[config.mk]
export PLATFORM = sky130hd
export DESIGN_NAME = cps_dist
export DESIGN_NICKNAME = d
export VERILOG_FILES = /design/src/sv/cps_pkg.sv /design/src/sv/cps_dist.sv
export SDC_FILE = /design/constraint.sdc
export NUM_CORES = 1
export LEC_CHECK = 0
export BUFFER_PORTS_ARGS = -buffer_cell sky130_fd_sc_hd__buf_2
export CORE_MARGIN = 5
export CORE_UTILIZATION = 58
export CTS_BUF_LIST = sky130_fd_sc_hd__clkbuf_8
export DETAILED_ROUTE_END_ITERATION = 8
export GPL_TIMING_DRIVEN = 0
export PLACE_DENSITY = 0.78
export SETUP_SLACK_MARGIN = 0.3
export SLEW_MARGIN = 20
export SYNTH_ARGS = -nofsm -noshare
export SYNTH_HDL_FRONTEND = slang
export SYNTH_SLANG_ARGS = --single-unit
[constraint.sdc]
create_clock -name clk -period 3.6 [get_ports clk]
set_clock_uncertainty 0.05 [all_clocks]
set_input_delay 0.18 -clock clk [delete_from_list [all_inputs] [get_ports clk]]
set_output_delay 0.18 -clock clk [all_outputs]
set_load 0.02 [all_outputs]
[src/sv/cps_pkg.sv]
`timescale 1ns / 1ps
// ----------------------------------------------------------------------------
// Close phoneme substitution package
// Shared field widths, command codes, register indexes and controller states.
// ----------------------------------------------------------------------------
package cps_pkg;

  localparam int CODE_W       = 7;
  localparam int POS_W        = 6;
  localparam int LEN_W        = 7;
  localparam int DIST_W       = 5;
  localparam int LOAD_W       = 32;
  localparam int CFG_IDX_W    = 3;
  localparam int CFG_DATA_W   = 7;
  localparam int CNT_W        = 7;
  localparam int RESULT_LIMIT = 64;

  typedef enum logic [1:0] {
    FN_LOAD_MASK = 2'd0,
    FN_LOAD_FEAT = 2'd1,
    FN_LOAD_ALPH = 2'd2,
    FN_QUERY     = 2'd3
  } func_t;

  typedef enum logic [CFG_IDX_W-1:0] {
    REG_MAX_DISTANCE  = 3'd0,
    REG_RHYME_MODE    = 3'd1,
    REG_FIXED_TAIL    = 3'd2,
    REG_FEATURE_COUNT = 3'd3,
    REG_ALPHABET_SIZE = 3'd4
  } cfg_reg_t;

  typedef enum logic [1:0] {
    ST_IDLE,
    ST_SYM,
    ST_WALK,
    ST_FLUSH
  } state_t;

  typedef struct packed {
    logic issue_en;
    logic qual;
    logic emit_mid;
    logic emit_last;
  } walk_ctl_t;

endpackage

[src/sv/cps_dist.sv]
`timescale 1ns / 1ps
// ----------------------------------------------------------------------------
// Feature distance unit
// Holds the feature group masks, registers the per-group overlap hits for one
// feature difference word and counts them into a distance.
// ----------------------------------------------------------------------------
module cps_dist #(
  parameter int GROUPS = 16,
  parameter int FBITS  = 32,
  localparam int GW    = (GROUPS > 1) ? $clog2(GROUPS) : 1,
  localparam int DW    = $clog2(GROUPS + 1)
) (
  input  logic                      clk,
  input  logic                      rst_n,
  input  logic                      mask_we,
  input  logic [GW-1:0]             mask_idx,
  input  logic [FBITS-1:0]          mask_data,
  input  logic [cps_pkg::DIST_W-1:0] feat_count,
  input  logic [FBITS-1:0]          diff,
  output logic [DW-1:0]             hit_sum
);

  logic [FBITS-1:0] mask_r [GROUPS];
  logic [GROUPS-1:0] hits_nxt;
  logic [GROUPS-1:0] hits_r;

  always_ff @(posedge clk) begin
    if (!rst_n) begin
      for (int g = 0; g < GROUPS; g++) begin
        mask_r[g] <= '0;
      end
    end else if (mask_we) begin
      for (int g = 0; g < GROUPS; g++) begin
        if (mask_idx == GW'(g)) begin
          mask_r[g] <= mask_data;
        end
      end
    end
  end

  always_comb begin
    for (int g = 0; g < GROUPS; g++) begin
      hits_nxt[g] = (|(diff & mask_r[g])) && (6'(g) < {1'b0, feat_count});
    end
  end

  always_ff @(posedge clk) begin
    hits_r <= hits_nxt;
  end

  always_comb begin
    hit_sum = '0;
    for (int g = 0; g < GROUPS; g++) begin
      hit_sum = hit_sum + DW'(hits_r[g]);
    end
  end

endmodule

==> results.json <==
{
  "status": "finished with violations",
  "violations": "setup timing",
  "drc": 0,
  "clock_latency_ns": 0.64,
  "drt_iter0_drc": 2874,
  "htreeDepth": 3,
  "use_met3_pct": 14.77,
  "die_x_um": 200.5,
  "grt_pass1_wl_um": 97260,
  "postRouteAntennaNets": 0,
  "cts_tree": "yes",
  "timing.final.crit_share_pct": 116.7,
  "start_util_pct": 59.00,
  "async_reset_ff_share_pct": 0,
  "syn_nets": 1585,
  "yosysSeqAreaShare_pct": 74.60,
  "slew_violations": 0,
  "netlist_instances": 1494,
  "finalNonFillerCells": 2201,
  "rsz0062_at_grt": "yes",
  "dr.pass1.iters": 7,
  "gp_congestion": 0.9682,
  "finish.net_count": 1780,
  "clock_sinks": 528,
  "final_layout_size_suffix_gt1_share_pct": 16.21,
  "crit_path_end_kind": "primary output",
  "io_pins": 81,
  "synth_cell_types": 31,
  "dpl.cell_count": 2007,
  "die_area_mm2": 0.04018,
  "ir_drop_v": 0.0003776,
  "setup_ws_ns": -0.5994,
  "syn-cell-area_mm2": 0.02104,
  "grt.total_usage_pct": 33.77,
  "synth-main-ff-cell": "edfxtp_1",
  "drt-wirelength-per-cell_um": 31.70,
  "pre_cts_ws_ns": -0.06579,
  "core_mm2": 0.03566,
  "io_buffers": 45,
  "fin_hold_ws_ns": 0.04625,
  "cts_setup_buffers": 0,
  "syn_to_final_growth_pct": 15.02,
  "grtUsageMet1_pct": 42.45,
  "drv_cap": 0,
  "max_freq_mhz": 238.1,
  "finalSetupViolations": 5,
  "finalWirelength_um": 69770,
  "tightest_slew_ns": 1.350,
  "rows": 69,
  "antenna_found_initial": 2,
  "use_met2_pct": 49.22,
  "hold_class": "input pin to flip-flop",
  "syn_avg_cell_area_um2": 14.08,
  "startpoint_type": "flip-flop",
  "p_leak_nw": 8.617,
  "max_slew_margin_pct": 10.02,
  "hold_violations": 0,
  "synth_seq_cells": 528,
  "clockBufferDepth": 3,
  "overflow": 0,
  "grt_max_degree": 33,
  "cp_max_fo": 2,
  "powerDensity_mw_per_mm2": 554.7,
  "num_vias": 15000,
  "grt_pass1_vias": 14800,
  "hpwl_um": 42350,
  "criticalPathCategory": "flip-flop to primary output",
  "post_drt_via_cell_ratio": 6.817,
  "worst_ep_required_time_ns": 3.37,
  "n_antenna_cell": 0,
  "cp.arrival_ns": 3.97,
  "die_h_um": 200.5,
  "numCtsBuffers": 81,
  "synth_edf_count": 512,
  "top_usage_layer": "met2",
  "root_buffer": "clkbuf_8",
  "layout_min_cycle_time_ns": 4.199,
  "yosysWarningCount": 0,
  "cts.reportedPaths.clkPinSlew_ns": 0.06
}
metrics by stage:
step	utilization [%]	setup TNS [ns]	instance area, um^2	power, mW
after floorplan	-	0	21070	8.256
after global placement	61.33	-143.41	21870	8.755
after detailed placement	62.10	-0.06579	22140	8.839
after CTS	67.80	-2.452	24170	13.29
after global routing	67.86	-2.879	24200	13.80
final	67.86	-2.287	24200	13.42
report_power, final:
part | internal, mW | switching, mW | total (mW)
logic | 0.569 | 1.05 | 1.62
clock network | 2.21 | 2.27 | 4.48
registers | 7.19 | 0.130 | 7.32
total | 9.97 | 3.46 | 13.4
layer usage:
layer	part of all wire (%)	vias to the layer above
met5	0.23	-
met4	7.0	6
met3	18	289
met2	43	1539
met1	32	7182
li1	-	5988
path summary, 6_finish.rpt:
path,from,slack [ns],endpoint,cells past startpoint
min reg2reg,mask_r[0][247],0.61,hits_r[7],4
max,hits_r[9],-0.60,hit_sum[4],14
max reg2reg,mask_r[0][210],1.02,hits_r[6],5
min,rst_n,0.05,mask_r[0][161],3
cell usage after synthesis, drive strengths merged (7+ instances only):
| master | count | area (um^2) |
|---|---|---|
| a21oi | 11 | 55.05 |
| a22oi | 256 | 1922 |
| buf | 75 | 501.7 |
| clkbuf | 58 | 254.0 |
| dfxtp | 16 | 320.3 |
| edfxtp | 512 | 15370 |
| fa | 10 | 200.2 |
| inv | 58 | 217.7 |
| nand2 | 54 | 202.7 |
| nand4 | 65 | 406.6 |
| nor2 | 328 | 1231 |
| nor4 | 17 | 106.4 |
| o21ai | 7 | 35.03 |
flip-flops by register name, summed over array words and instances (netlist names):
name and count:
mask_r 512, hits_r 16
cell type report:
cell class	instances	area, um^2
buffer	133	759.5
clock buffer	83	1142
clock inverter	51	250.2
fill	2338	11460
inverter	58	217.7
multi-input combinational	775	4542
sequential	528	15700
tap	461	576.8
timing repair buffer	112	1010
kinds of logic (layout without fill, tap and decap cells):
logic type | after synthesis | after routing | share of synthesized area [%]
flops | 528 | 528 | 74.60
simple gates | 480 | 480 | 9.730
compound gates | 278 | 278 | 9.706
buf+inv | 191 | 437 | 4.627
fa+ha+maj | 15 | 15 | 1.249
xor+xnor | 2 | 2 | 0.08328
timing repair:
| item | CTS | global route |
|---|---|---|
| hold buffers | 60 | 0 |
| pin swaps | 6 | 6 |
| resized for setup | 15 | 5 |
| hold endpoints to repair | 48 | 0 |
| endpoints found under the setup margin | 5 | 5 |
critical path, cell delays in order (launching register included):
cell	delay (ns)
dfxtp_2	0.32
inv_2	0.03
fa_1	0.54
inv_2	0.04
fa_2	0.53
fa_1	0.41
inv_1	0.08
fa_2	0.43
inv_2	0.08
ha_4	0.13
inv_2	0.03
fa_2	0.36
nor2b_1	0.12
o21a_2	0.15
buf_6	0.11
placed cells by master, fill, tap and decap left out, types with 2 or more instances in the layout:
master	n
edfxtp_1	512
nor3_1	3
buf_6	22
nor2_1	328
buf_4	10
ha_1	3
clkbuf_1	40
buf_16	5
inv_6	3
inv_1	74
or2_2	2
nand4_1	65
ha_4	2
nor2b_1	2
inv_2	8
o21ai_4	5
dlygate4sd3_1	60
a22oi_1	256
a21oi_1	10
clkinv_1	16
o21ai_0	2
fa_1	7
buf_2	90
fa_2	3
nor4_1	13
nor4_2	4
clkbuf_2	16
clkinv_2	5
nand2_2	10
nand3_1	5
xnor2_2	2
clkbuf_8	85
nand2_1	44
dfxtp_1	13
dfxtp_2	3
Power figures use the tool's default switching activity.
